==> config.mk <==
export PLATFORM = sky130hd
export DESIGN_NAME = tx_descriptor_ring_batched_clean
export DESIGN_NICKNAME = d
export VERILOG_FILES = /design/src/txdr_pkg.sv /design/src/txdr_front.sv /design/src/txdr_queue.sv /design/src/txdr_back.sv /design/src/tx_descriptor_ring_batched_clean.sv
export SDC_FILE = /design/constraint.sdc
export NUM_CORES = 2
export LEC_CHECK = 0
export BUFFER_PORTS_ARGS = -buffer_cell sky130_fd_sc_hd__buf_2
export CAP_MARGIN = 25
export CORE_ASPECT_RATIO = 1.25
export CORE_UTILIZATION = 61
export CTS_CLUSTER_DIAMETER = 40
export DETAILED_ROUTE_END_ITERATION = 10
export HOLD_SLACK_MARGIN = 0.12
export MAX_ROUTING_LAYER = met4
export PLACE_DENSITY = 0.8
export SLEW_MARGIN = 20
export SYNTH_ARGS = -nofsm -noshare
export SYNTH_HDL_FRONTEND = slang
export SYNTH_SLANG_ARGS = --single-unit
==> constraint.sdc <==
create_clock -name clock -period 10.7 [get_ports clock]
set_input_delay 2.14 -clock clock [delete_from_list [all_inputs] [get_ports clock]]
set_output_delay 2.14 -clock clock [all_outputs]
set_load 0.02 [all_outputs]
==> src/txdr_pkg.sv <==
// ----------------------------------------------------------------------------
// txdr_pkg: shared types and constants
// Types, codes and fixed constants of the transmit descriptor ring block.
// ----------------------------------------------------------------------------
`default_nettype none

package txdr_pkg;

   localparam int SLOT_W  = 9;
   localparam int ADDR_W  = 64;
   localparam int LEN_W   = 16;
   localparam int CTRL_W  = 32;
   localparam int COUNT_W = 7;
   localparam int QID_W   = 8;
   localparam int LG_W    = 4;
   localparam int SCAN_W  = 6;

   // Command bits of a descriptor: end of packet, insert FCS, report status.
   localparam logic [CTRL_W-1:0] CMD_BITS = 32'h0B00_0000;

   localparam logic [LG_W-1:0]    RING_LG_MIN = 4'd6;
   localparam logic [LG_W-1:0]    RING_LG_MAX = 4'd9;
   localparam logic [COUNT_W-1:0] BATCH_MIN   = 7'd16;
   localparam logic [COUNT_W-1:0] BATCH_MAX   = 7'd64;

   localparam logic [0:0] CSR_RING_SIZE_LOG2 = 1'b0;
   localparam logic [0:0] CSR_CLEAN_BATCH    = 1'b1;

   typedef enum logic [1:0] {
      ACT_SUBMIT = 2'd0,
      ACT_DONE   = 2'd1,
      ACT_CALL   = 2'd2,
      ACT_NONE   = 2'd3
   } action_type;

   typedef enum logic [1:0] {
      KIND_BATCH   = 2'd0,
      KIND_DESC    = 2'd1,
      KIND_TAIL    = 2'd2,
      KIND_REFUSED = 2'd3
   } kind_type;

   typedef enum logic [1:0] {
      OP_SET,
      OP_REFUSE,
      OP_CALL
   } op_type;

   typedef struct packed {
      op_type              op;
      logic                do_clean;
      logic                do_pkt;
      logic                do_tail;
      logic [ADDR_W-1:0]   addr;
      logic [LEN_W-1:0]    len;
      logic [SLOT_W-1:0]   didx;
   } item_type;

   typedef struct packed {
      logic [SLOT_W-1:0]  mask;
      logic [COUNT_W-1:0] batch;
   } cfg_type;

   typedef struct packed {
      kind_type            kind;
      logic [SLOT_W-1:0]   slot;
      logic [ADDR_W-1:0]   addr;
      logic [CTRL_W-1:0]   ctrl;
      logic [COUNT_W-1:0]  freed;
      logic                err;
      logic                last;
   } rsp_type;

   typedef enum logic [3:0] {
      ST_CLEAR,
      ST_IDLE,
      ST_SET,
      ST_REFUSE,
      ST_CL_START,
      ST_CL_TEST,
      ST_CL_END,
      ST_CL_SCAN,
      ST_CL_EMIT,
      ST_PKT,
      ST_TAIL
   } back_state_type;

   localparam int QUEUE_DEPTH = 2;

endpackage

`default_nettype wire

==> src/txdr_front.sv <==
// ----------------------------------------------------------------------------
// txdr_front: request intake
// Accepts requests, drops the no-op action and classifies the rest into
// queue items for the sequencer.
// ----------------------------------------------------------------------------
`default_nettype none

module txdr_front
   import txdr_pkg::*;
(
   input  wire logic                req_valid,
   input  wire logic [1:0]          req_action,
   input  wire logic [QID_W-1:0]    req_queue_sel,
   input  wire logic                req_batch_start,
   input  wire logic                req_batch_end,
   input  wire logic [ADDR_W-1:0]   req_buffer_address,
   input  wire logic [LEN_W-1:0]    req_packet_length,
   input  wire logic [SLOT_W-1:0]   req_done_index,
   output logic                     req_ready,
   input  wire logic                q_full,
   input  wire logic                init_busy,
   output logic                     push,
   output item_type                 push_item
);

   action_type action;

   assign action    = action_type'(req_action);
   assign req_ready = !q_full && !init_busy;
   assign push      = req_valid && req_ready && (action != ACT_NONE);

   always_comb begin
      push_item          = '0;
      push_item.addr     = req_buffer_address;
      push_item.len      = req_packet_length;
      push_item.didx     = req_done_index;
      push_item.do_clean = (action == ACT_CALL) || req_batch_start;
      push_item.do_pkt   = (action == ACT_SUBMIT);
      push_item.do_tail  = (action == ACT_CALL) || req_batch_end;
      unique case (action)
         ACT_DONE: begin
            push_item.op = OP_SET;
         end
         ACT_SUBMIT, ACT_CALL: begin
            // Only queue zero exists; any other queue is refused outright.
            push_item.op = (req_queue_sel != '0) ? OP_REFUSE : OP_CALL;
         end
         default: begin
            push_item.op = OP_SET;
         end
      endcase
   end

endmodule

`default_nettype wire

==> src/txdr_queue.sv <==
// ----------------------------------------------------------------------------
// txdr_queue: item queue
// Short FIFO between the intake and the sequencer.
// ----------------------------------------------------------------------------
`default_nettype none

module txdr_queue
   import txdr_pkg::*;
(
   input  wire logic      clock,
   input  wire logic      reset,
   input  wire logic      push,
   input  item_type       push_item,
   input  wire logic      pop,
   output logic           q_full,
   output logic           q_valid,
   output item_type       q_item
);

   localparam int PTR_W = $clog2(QUEUE_DEPTH);

   item_type              entry_ff [QUEUE_DEPTH];
   logic [PTR_W-1:0]      wr_ptr_ff, wr_ptr_in;
   logic [PTR_W-1:0]      rd_ptr_ff, rd_ptr_in;
   logic [PTR_W:0]        count_ff,  count_in;

   assign q_full  = (count_ff == (PTR_W+1)'(QUEUE_DEPTH));
   assign q_valid = (count_ff != '0);
   assign q_item  = entry_ff[rd_ptr_ff];

   always_comb begin
      wr_ptr_in = push ? wr_ptr_ff + 1'b1 : wr_ptr_ff;
      rd_ptr_in = pop  ? rd_ptr_ff + 1'b1 : rd_ptr_ff;
      count_in  = count_ff;
      if (push && !pop) begin
         count_in = count_ff + 1'b1;
      end else if (pop && !push) begin
         count_in = count_ff - 1'b1;
      end
   end

   always_ff @(posedge clock) begin
      if (reset) begin
         wr_ptr_ff <= '0;
         rd_ptr_ff <= '0;
         count_ff  <= '0;
      end else begin
         wr_ptr_ff <= wr_ptr_in;
         rd_ptr_ff <= rd_ptr_in;
         count_ff  <= count_in;
      end
   end

   always_ff @(posedge clock) begin
      if (push) begin
         entry_ff[wr_ptr_ff] <= push_item;
      end
   end

endmodule

`default_nettype wire

==> src/txdr_back.sv <==
// ----------------------------------------------------------------------------
// txdr_back: ring sequencer
// Holds the done-bit memory and the tail and clean indices, and carries out
// done write-backs, batched cleanup, packet queueing and tail reports.
// ----------------------------------------------------------------------------
`default_nettype none

module txdr_back
   import txdr_pkg::*;
#(
   parameter int RING_DEPTH = 512
)(
   input  wire logic      clock,
   input  wire logic      reset,
   input  cfg_type        cfg,
   input  wire logic      q_valid,
   input  item_type       q_item,
   output logic           q_pop,
   output logic           init_busy,
   input  wire logic      rsp_ready,
   output logic           rsp_valid,
   output rsp_type        rsp
);

   localparam int AW = $clog2(RING_DEPTH);
   localparam logic [AW-1:0] LAST_ADDR = AW'(RING_DEPTH - 1);

   logic                  done_mem [RING_DEPTH];

   back_state_type        state_ff, state_in;
   item_type              cur_ff, cur_in;
   logic [SLOT_W-1:0]     tail_ff, tail_in;
   logic [SLOT_W-1:0]     clean_ff, clean_in;
   logic [SCAN_W-1:0]     k_ff, k_in;
   logic [COUNT_W-1:0]    freed_ff, freed_in;
   logic                  err_ff, err_in;
   logic [AW-1:0]         clr_ff, clr_in;
   logic                  rd_ff;
   logic                  rsp_valid_ff;
   rsp_type               rsp_ff;

   logic                  mem_we;
   logic                  mem_wdata;
   logic [AW-1:0]         mem_waddr;
   logic [AW-1:0]         mem_raddr;
   logic                  emit;
   rsp_type               emit_data;

   logic                  out_free;
   logic [SLOT_W-1:0]     tail_m, clean_m, inflight, end_slot, scan_slot, next_tail;
   logic                  enough, full, scan_last;

   assign out_free  = !rsp_valid_ff || rsp_ready;
   assign tail_m    = tail_ff & cfg.mask;
   assign clean_m   = clean_ff & cfg.mask;
   assign inflight  = (tail_m - clean_m) & cfg.mask;
   assign enough    = (inflight >= SLOT_W'(cfg.batch));
   assign end_slot  = (clean_m + SLOT_W'(cfg.batch) - 9'd1) & cfg.mask;
   assign scan_slot = (clean_m + SLOT_W'(k_ff) + 9'd1) & cfg.mask;
   assign next_tail = (tail_m + 9'd1) & cfg.mask;
   assign full      = (clean_m == next_tail);
   assign scan_last = (k_ff == SCAN_W'(cfg.batch - 7'd1));

   assign init_busy = (state_ff == ST_CLEAR);
   assign rsp_valid = rsp_valid_ff;
   assign rsp       = rsp_ff;

   // Next state.
   always_comb begin
      state_in = state_ff;
      unique case (state_ff)
         ST_CLEAR: begin
            if (clr_ff == LAST_ADDR) state_in = ST_IDLE;
         end
         ST_IDLE: begin
            if (q_valid) begin
               unique case (q_item.op)
                  OP_SET:    state_in = ST_SET;
                  OP_REFUSE: state_in = ST_REFUSE;
                  default:   state_in = q_item.do_clean ? ST_CL_START : ST_PKT;
               endcase
            end
         end
         ST_SET: begin
            state_in = ST_IDLE;
         end
         ST_REFUSE: begin
            if (out_free) state_in = ST_IDLE;
         end
         ST_CL_START: begin
            state_in = ST_CL_TEST;
         end
         ST_CL_TEST: begin
            state_in = enough ? ST_CL_END : ST_PKT;
         end
         ST_CL_END: begin
            state_in = rd_ff ? ST_CL_SCAN : ST_PKT;
         end
         ST_CL_SCAN: begin
            if (!rd_ff || scan_last) state_in = ST_CL_EMIT;
         end
         ST_CL_EMIT: begin
            if (out_free) state_in = ST_CL_TEST;
         end
         ST_PKT: begin
            if (!cur_ff.do_pkt) begin
               state_in = ST_TAIL;
            end else if (out_free) begin
               state_in = cur_ff.do_tail ? ST_TAIL : ST_IDLE;
            end
         end
         ST_TAIL: begin
            if (!cur_ff.do_tail || out_free) state_in = ST_IDLE;
         end
         default: begin
            state_in = ST_IDLE;
         end
      endcase
   end

   // Datapath and memory control.
   always_comb begin
      cur_in    = cur_ff;
      tail_in   = tail_ff;
      clean_in  = clean_ff;
      k_in      = k_ff;
      freed_in  = freed_ff;
      err_in    = err_ff;
      clr_in    = clr_ff;
      q_pop     = 1'b0;
      mem_we    = 1'b0;
      mem_wdata = 1'b0;
      mem_waddr = AW'(tail_m);
      mem_raddr = AW'(scan_slot);
      emit      = 1'b0;
      emit_data = '0;
      unique case (state_ff)
         ST_CLEAR: begin
            mem_we    = 1'b1;
            mem_waddr = clr_ff;
            clr_in    = clr_ff + 1'b1;
         end
         ST_IDLE: begin
            if (q_valid) begin
               q_pop  = 1'b1;
               cur_in = q_item;
            end
         end
         ST_SET: begin
            mem_we    = 1'b1;
            mem_wdata = 1'b1;
            mem_waddr = AW'(cur_ff.didx & cfg.mask);
         end
         ST_REFUSE: begin
            if (out_free) begin
               emit           = 1'b1;
               emit_data.kind = KIND_REFUSED;
               emit_data.last = 1'b1;
            end
         end
         ST_CL_START: begin
            // Cleanup leaves both indices reduced to the current ring size.
            tail_in  = tail_m;
            clean_in = clean_m;
         end
         ST_CL_TEST: begin
            mem_raddr = AW'(end_slot);
         end
         ST_CL_END: begin
            mem_raddr = AW'(clean_m);
            k_in      = '0;
         end
         ST_CL_SCAN: begin
            if (!rd_ff) begin
               err_in   = 1'b1;
               freed_in = COUNT_W'(k_ff);
            end else if (scan_last) begin
               err_in   = 1'b0;
               freed_in = COUNT_W'(k_ff) + 7'd1;
            end else begin
               k_in = k_ff + 1'b1;
            end
         end
         ST_CL_EMIT: begin
            if (out_free) begin
               emit            = 1'b1;
               emit_data.kind  = KIND_BATCH;
               emit_data.slot  = clean_m;
               emit_data.freed = freed_ff;
               emit_data.err   = err_ff;
               // The clean index skips the whole batch, even after an error.
               clean_in        = (clean_m + SLOT_W'(cfg.batch)) & cfg.mask;
            end
         end
         ST_PKT: begin
            if (cur_ff.do_pkt && out_free) begin
               emit           = 1'b1;
               emit_data.slot = tail_m;
               emit_data.last = !cur_ff.do_tail;
               if (full) begin
                  emit_data.kind = KIND_REFUSED;
               end else begin
                  emit_data.kind = KIND_DESC;
                  emit_data.addr = cur_ff.addr;
                  emit_data.ctrl = CTRL_W'(cur_ff.len) | CMD_BITS;
                  mem_we         = 1'b1;
                  tail_in        = next_tail;
               end
            end
         end
         ST_TAIL: begin
            if (cur_ff.do_tail && out_free) begin
               emit           = 1'b1;
               emit_data.kind = KIND_TAIL;
               emit_data.slot = tail_m;
               emit_data.last = 1'b1;
            end
         end
         default: begin
         end
      endcase
   end

   always_ff @(posedge clock) begin
      if (reset) begin
         state_ff     <= ST_CLEAR;
         tail_ff      <= '0;
         clean_ff     <= '0;
         clr_ff       <= '0;
         rsp_valid_ff <= 1'b0;
      end else begin
         state_ff <= state_in;
         tail_ff  <= tail_in;
         clean_ff <= clean_in;
         clr_ff   <= clr_in;
         if (emit) begin
            rsp_valid_ff <= 1'b1;
         end else if (rsp_ready) begin
            rsp_valid_ff <= 1'b0;
         end
      end
   end

   always_ff @(posedge clock) begin
      cur_ff   <= cur_in;
      k_ff     <= k_in;
      freed_ff <= freed_in;
      err_ff   <= err_in;
      if (emit) begin
         rsp_ff <= emit_data;
      end
   end

   always_ff @(posedge clock) begin
      if (mem_we) begin
         done_mem[mem_waddr] <= mem_wdata;
      end
      rd_ff <= done_mem[mem_raddr];
   end

endmodule

`default_nettype wire

==> src/tx_descriptor_ring_batched_clean.sv <==
// ----------------------------------------------------------------------------
// tx_descriptor_ring_batched_clean: transmit ring with batched cleanup
// Top level: configuration registers, intake, item queue and ring sequencer.
// ----------------------------------------------------------------------------
// Requests enter on req_* (action in tuser, call end in tlast) and results
// leave on rsp_* (kind in tuser, final result of a request in tlast).
// Registers are to be written on csr_* only while the block is idle; the
// block does not enforce this, and csr_ready is always high. A two-entry
// queue sits between intake and sequencer, so the intake keeps taking
// requests while the sequencer works or waits. When the sequencer is idle,
// an accepted request passes through the queue and the sequencer's item
// register, and its first result is then registered in the output register.
// The sequencer handles a done write-back, a refused queue, a packet or a
// packet with tail report one request at a time; a call start adds cleanup.
// Each freed batch is scanned slot by slot, since the done bits are one
// memory with one read port; a batch whose last slot is not done yet ends
// the cleanup. After reset the done-bit memory is cleared one entry per
// cycle; req_tready stays low during that pass.
// A result waits in the output register while rsp_tready is low; the
// sequencer then holds, and the queue fills before req_tready drops.
// ----------------------------------------------------------------------------
`default_nettype none

module tx_descriptor_ring_batched_clean
   import txdr_pkg::*;
#(
   parameter int RING_DEPTH = 512
)(
   input  wire logic           clock,
   input  wire logic           reset,
   // tdata: queue_sel[7:0], buffer_address[71:8], packet_length[87:72],
   //        done_index[96:88], zero[103:97]
   input  wire logic [103:0]   req_tdata,
   // tuser: action[1:0], batch_start[2]
   input  wire logic [2:0]     req_tuser,
   input  wire logic           req_tlast,
   input  wire logic           req_tvalid,
   output logic                req_tready,
   // tdata: slot_index[8:0], descriptor_address[72:9],
   //        descriptor_control[104:73], freed_count[111:105],
   //        ring_error[112], zero[119:113]
   output logic [119:0]        rsp_tdata,
   // tuser: kind[1:0]
   output logic [1:0]          rsp_tuser,
   output logic                rsp_tlast,
   output logic                rsp_tvalid,
   input  wire logic           rsp_tready,
   input  wire logic           csr_valid,
   output logic                csr_ready,
   input  wire logic [0:0]     csr_index,
   input  wire logic [6:0]     csr_data
);

   localparam int DEPTH_LG = $clog2(RING_DEPTH + 1) - 1;
   localparam int MAX_LG   = (DEPTH_LG < 9) ? DEPTH_LG : 9;

   logic [LG_W-1:0]     ring_lg_ff;
   logic [COUNT_W-1:0]  batch_ff;
   logic [LG_W-1:0]     lg_sat;
   cfg_type             cfg;

   logic                push, pop, q_full, q_valid, init_busy;
   item_type            push_item, q_item;
   logic                back_valid;
   rsp_type             back_rsp;

   assign csr_ready = 1'b1;

   always_ff @(posedge clock) begin
      if (reset) begin
         ring_lg_ff <= RING_LG_MAX;
         batch_ff   <= 7'd32;
      end else if (csr_valid) begin
         unique case (csr_index)
            CSR_RING_SIZE_LOG2: ring_lg_ff <= csr_data[LG_W-1:0];
            CSR_CLEAN_BATCH:    batch_ff   <= csr_data;
            default: begin
            end
         endcase
      end
   end

   always_comb begin
      if (ring_lg_ff < RING_LG_MIN) begin
         lg_sat = RING_LG_MIN;
      end else if (ring_lg_ff > RING_LG_MAX) begin
         lg_sat = RING_LG_MAX;
      end else begin
         lg_sat = ring_lg_ff;
      end
      if (lg_sat > LG_W'(MAX_LG)) lg_sat = LG_W'(MAX_LG);
      cfg.mask = SLOT_W'((10'd1 << lg_sat) - 10'd1);
      if (batch_ff < BATCH_MIN) begin
         cfg.batch = BATCH_MIN;
      end else if (batch_ff > BATCH_MAX) begin
         cfg.batch = BATCH_MAX;
      end else begin
         cfg.batch = batch_ff;
      end
   end

   txdr_front u_front (
      .req_valid          (req_tvalid),
      .req_action         (req_tuser[1:0]),
      .req_queue_sel      (req_tdata[7:0]),
      .req_batch_start    (req_tuser[2]),
      .req_batch_end      (req_tlast),
      .req_buffer_address (req_tdata[71:8]),
      .req_packet_length  (req_tdata[87:72]),
      .req_done_index     (req_tdata[96:88]),
      .req_ready          (req_tready),
      .q_full             (q_full),
      .init_busy          (init_busy),
      .push               (push),
      .push_item          (push_item)
   );

   txdr_queue u_queue (
      .clock     (clock),
      .reset     (reset),
      .push      (push),
      .push_item (push_item),
      .pop       (pop),
      .q_full    (q_full),
      .q_valid   (q_valid),
      .q_item    (q_item)
   );

   txdr_back #(
      .RING_DEPTH (RING_DEPTH)
   ) u_back (
      .clock     (clock),
      .reset     (reset),
      .cfg       (cfg),
      .q_valid   (q_valid),
      .q_item    (q_item),
      .q_pop     (pop),
      .init_busy (init_busy),
      .rsp_ready (rsp_tready),
      .rsp_valid (back_valid),
      .rsp       (back_rsp)
   );

   assign rsp_tvalid = back_valid;
   assign rsp_tuser  = back_rsp.kind;
   assign rsp_tlast  = back_rsp.last;
   assign rsp_tdata  = {7'd0, back_rsp.err, back_rsp.freed, back_rsp.ctrl,
                        back_rsp.addr, back_rsp.slot};

`ifndef SYNTH
   // No request may enter while the done-bit memory is being cleared.
   a_no_accept_in_clear: assert property (@(posedge clock) disable iff (reset)
      init_busy |-> !req_tready)
      else $error("request accepted during done-bit clearing");

   // A tail report always closes the results of its request.
   a_tail_is_last: assert property (@(posedge clock) disable iff (reset)
      (rsp_tvalid && rsp_tuser == KIND_TAIL) |-> rsp_tlast)
      else $error("tail report not marked last");

   // Freed batches never close a request: a packet or tail result follows.
   a_batch_not_last: assert property (@(posedge clock) disable iff (reset)
      (rsp_tvalid && rsp_tuser == KIND_BATCH) |-> !rsp_tlast)
      else $error("freed batch marked last");

   // Batch fields are zero on every other kind of result.
   a_batch_fields: assert property (@(posedge clock) disable iff (reset)
      (rsp_tvalid && rsp_tuser != KIND_BATCH) |-> (rsp_tdata[112:105] == 8'd0))
      else $error("batch fields set on a non-batch result");
`endif

endmodule

`default_nettype wire

==> summary by stage <==
Pwr
The maximum ir drop on the vdd rail is 0.000338 V. In this run the power density over the cells is 231 mW/mm^2. The analysis attributes to cell leakage a power of 15.8 nW.

STA
Setup repair after global routing left no endpoint under its margin. The pin slew with the least headroom to its limit is between 1 and 1.5 ns. The number of hold violations in the final report is 0. The final worst slack is 4.71 ns. The final setup TNS is 0 ns. The final-report max-slew violation count is 0. The smallest clock period supported by the final layout is computed as between 5 and 6 ns.

In the finished design, the share of the clock period the worst path needs comes to 0.560. The top achievable clock speed is 0.167 GHz. The worst clock skew is 0.0371 ns. The setup-violating endpoint count in the final report is 0.

The worst pin sits at a relative slew slack of 0.0118. Hold timing on the final database bottoms out at a slack of 0.476 ns.

Global routing
Summed over all layers, the global routing overflow is 0. The initial antenna violation count is 10. After global routing, the most crowded layer is met2.

The via count of the first global-routing pass was approximately 27,000. In the global route stage, met1 resource usage came out at 0.340. In the global route stage, met2 resource usage came out at 0.481. Across every metal layer, demand over resource in global routing totals 0.292. The largest net degree at the start of global routing is 327. The first-pass GRT wire length is 150,000 microns.

The met3 usage is 0.0751.

Worst setup path
The slowest cell on the critical path is sky130_fd_sc_hd__buf_4. In this run the worst setup path begins at batch_ff[5]. The destination of the critical timing path is u_back.rd_ff.

Data arrives at the worst endpoint at roughly 6.5 ns. Measured in cells, the most critical reg-to-reg path has a length of 19. The startpoint kind of the worst setup timing path is a flip-flop.

The worst setup path is captured at a flip-flop. The critical register-to-register path endpoint is u_back.rd_ff. The largest fanout on the critical path is 77. The setup slack of the worst register-to-register path is between 4 and 5 ns. Walking the worst path, the cells encountered are nor2_1, nor2_1, nand2_1, inv_1, ha_1, fa_1, inv_1, ha_1, mux2i_4, a21o_4, buf_4, mux4_2, o211ai_1, a41oi_1, o21ai_0, o211ai_1, a2111o_1, o21ai_2, a211oi_2. The data required time of the worst path is 11.23 ns. The setup path with the least slack is of type reg -> reg. The delay contributed by the slowest stage of the critical path is 0.88 ns. The source of the worst register-to-register timing path is batch_ff[5].

Finish
The post-route standard cell area excluding fillers is approximately 0.047 sq mm. At the end of the flow the core is filled with cells to 0.688. The final layout net count is 3,579. The share of post-route cells with drive strength above 1 is 0.177. The library cells used most frequently in the layout, excluding fill and tap cells, are sky130_fd_sc_hd__edfxtp_1, sky130_fd_sc_hd__nor2_1, sky130_fd_sc_hd__nand2_1. The layout overhead on the synthesized area is 11.6%. The most common cell after layout, fill and taps aside is sky130_fd_sc_hd__edfxtp_1.

Yosys
The register area share after synthesis is 0.672. Summing every instance area after synthesis gives 0.0420 sq mm. In this run the mean area of a mapped cell was 12.7 sq um. The area share of the largest cell type after synthesis is 0.648. The count of warnings emitted by yosys is 0. The number of synthesized flops with an enable pin is just over 900. The unique cell type count in the Yosys netlist is 98. The biggest area contributor in the post-synthesis netlist is sky130_fd_sc_hd__edfxtp_1. After synthesis, the cell types taking the most area are sky130_fd_sc_hd__edfxtp_1, sky130_fd_sc_hd__nor2_1, sky130_fd_sc_hd__nand2_1. In this run, synthesis produced a sequential element count of 955. The most used flip-flop cell after synthesis is sky130_fd_sc_hd__edfxtp_1. The synthesized netlist cell count is roughly 3,300.

For this run, asynchronously set or reset flops after synthesis account for 0.

Clock tree
The library cell used as clock root buffer is sky130_fd_sc_hd__clkbuf_16. The clock net in this run drives a total of between 900 and 1,000 sinks. The TritonCTS clock tree is done. The H-tree was split into 3 levels. The number of buffers inserted by hold repair at cts is 0. The clock transition at the registers of the reported paths is 0.06 ns. The maximum buffer depth of the clock tree is 3.

Once the clock tree was built, the setup fixing pass inserted 0 buffers. TritonCTS created 103 clock buffers. The clock insertion delay at the later pin of the skew report is roughly 0.7 ns. The number of gates resized after CTS is 0.

Placement
The global placement routability congestion is 0.938. Detailed placement ended at an HPWL of 58,200 microns. Buffers placed on the I/O ports in this run total 218. The post-placement setup slack is ~4.8 ns.

Once placement finished, the instance area stood at roughly 0.043 sq mm.

Routing
For this block, the initial DRC count from the detailed router was 3,425. The wire length reported by the detailed router is 100,000 microns. After detailed routing, the average wire length per cell comes to 22.8 microns.

The number of iterations in the first detailed-routing pass is 6. Dividing the detail-routed via count by the number of cells gives 6.21. The remaining design rule violation count is 0.

The via total after detailed routing is 27,300. The count of nets left with antenna violations once routing finished came out at 0.

Die
The die area is 0.0699 sq mm. The region available for standard cell placement spans 0.0681 sq mm. The placement row count is 107. The die is 237 microns wide. The height of the chip is between 200 and 300 microns.

The number of I/O pins is between 200 and 250. For this configuration, the core starts out at a cell density of 0.616.

Min path
The cell depth of the worst hold path is 2. The class of the worst hold path is reg -> reg.

Flow run
Across the run, the number of max-cap violations was 0.

Run status
The flow ran to the end, and the final reports show no timing, DRC or antenna violations.
where the power goes:
group / total, mW / internal [mW] / switching (mW)
registers: 4.83 / 4.72 / 0.109
logic: 2.51 / 0.656 / 1.85
clock network: 3.48 / 1.97 / 1.52
flip-flops by register name, indices dropped and copies added, names as in the netlist, 2 cells and up, named ones only:
signal and cells:
u_back.cur_ff 91, u_queue.count_ff 2, u_back.state_ff 4, u_back.clean_ff 9, u_back.tail_ff 9, batch_ff 7
u_back.rsp 101, u_back.freed_ff 7, u_queue.entry_ff 188, u_back.k_ff 6, u_back.clr_ff 9, u_back.done_mem 512
ring_lg_ff 4
worst max-delay path: cells and delay by family, from the launching register on:
kind,cells,cell delay [ns]
and+or+nand+nor,3,0.51
AOI/OAI and AO/OA,8,2.13
adders and majority gates,3,0.97
buffers and inverters,3,1.10
muxes,2,0.63
DFF,1,0.42
final cells by class:
class,count,area (sq um)
well taps,872,1090
multi-input cells,2052,12400
inverters,44,166
clock inverters,71,654
diodes,12,30.0
clock buffers,123,2750
repair buffers,263,1590
fillers,4521,21300
flip-flops and latches,955,28200
cells in the mapped netlist, drive strengths merged, types with 40 or more instances:
cell and instances:
a21oi 118, a22oi 40, a31oi 53, and2 98, and3 42, buf 151, clkbuf 113, dfxtp 49
edfxtp 906, inv 44, mux2 95, nand2 332, nand3 142, nor2 604, o21ai 53
kinds of logic after synthesis:
| group | Yosys count | share of synthesized area |
|---|---|---|
| buf+inv | 308 | 0.0390 |
| mux | 165 | 0.0532 |
| xor+xnor | 60 | 0.0136 |
| flops | 955 | 0.672 |
| compound gates | 420 | 0.0684 |
| other cells | 2 | 0.000179 |
| simple gates | 1345 | 0.142 |
| fa+ha+maj | 39 | 0.0122 |
worst min-delay path by stage:
| stage | start | endpoint |
|---|---|---|
| 2_1_floorplan | batch_ff[1] | batch_ff[1] |
| 3_5_place_dp | u_back.tail_ff[1] | u_back.tail_ff[1] |
| 5_1_grt | batch_ff[0] | batch_ff[0] |
| 6_report | u_back.tail_ff[1] | u_back.tail_ff[1] |
| 4_1_cts | u_back.tail_ff[1] | u_back.tail_ff[1] |
| 3_3_place_gp | u_back.tail_ff[1] | u_back.tail_ff[1] |
metal layers:
layer | vias up | routed length [microns]
met5 | - | 0
met4 | 0 | 4030
met3 | 281 | 10800
met2 | 1529 | 49400
met1 | 13300 | 36000
li1 | 12200 | -
metrics by stage:
step | total power [mW] | cells
floorplan | 6.62 | 3315
global placement | 7.18 | 4175
detailed placement | 7.33 | 4185
CTS | 10.8 | 4379
global route | 11.1 | 4390
finish | 10.8 | 4392
Note: power is estimated with default switching activity, not from simulation.
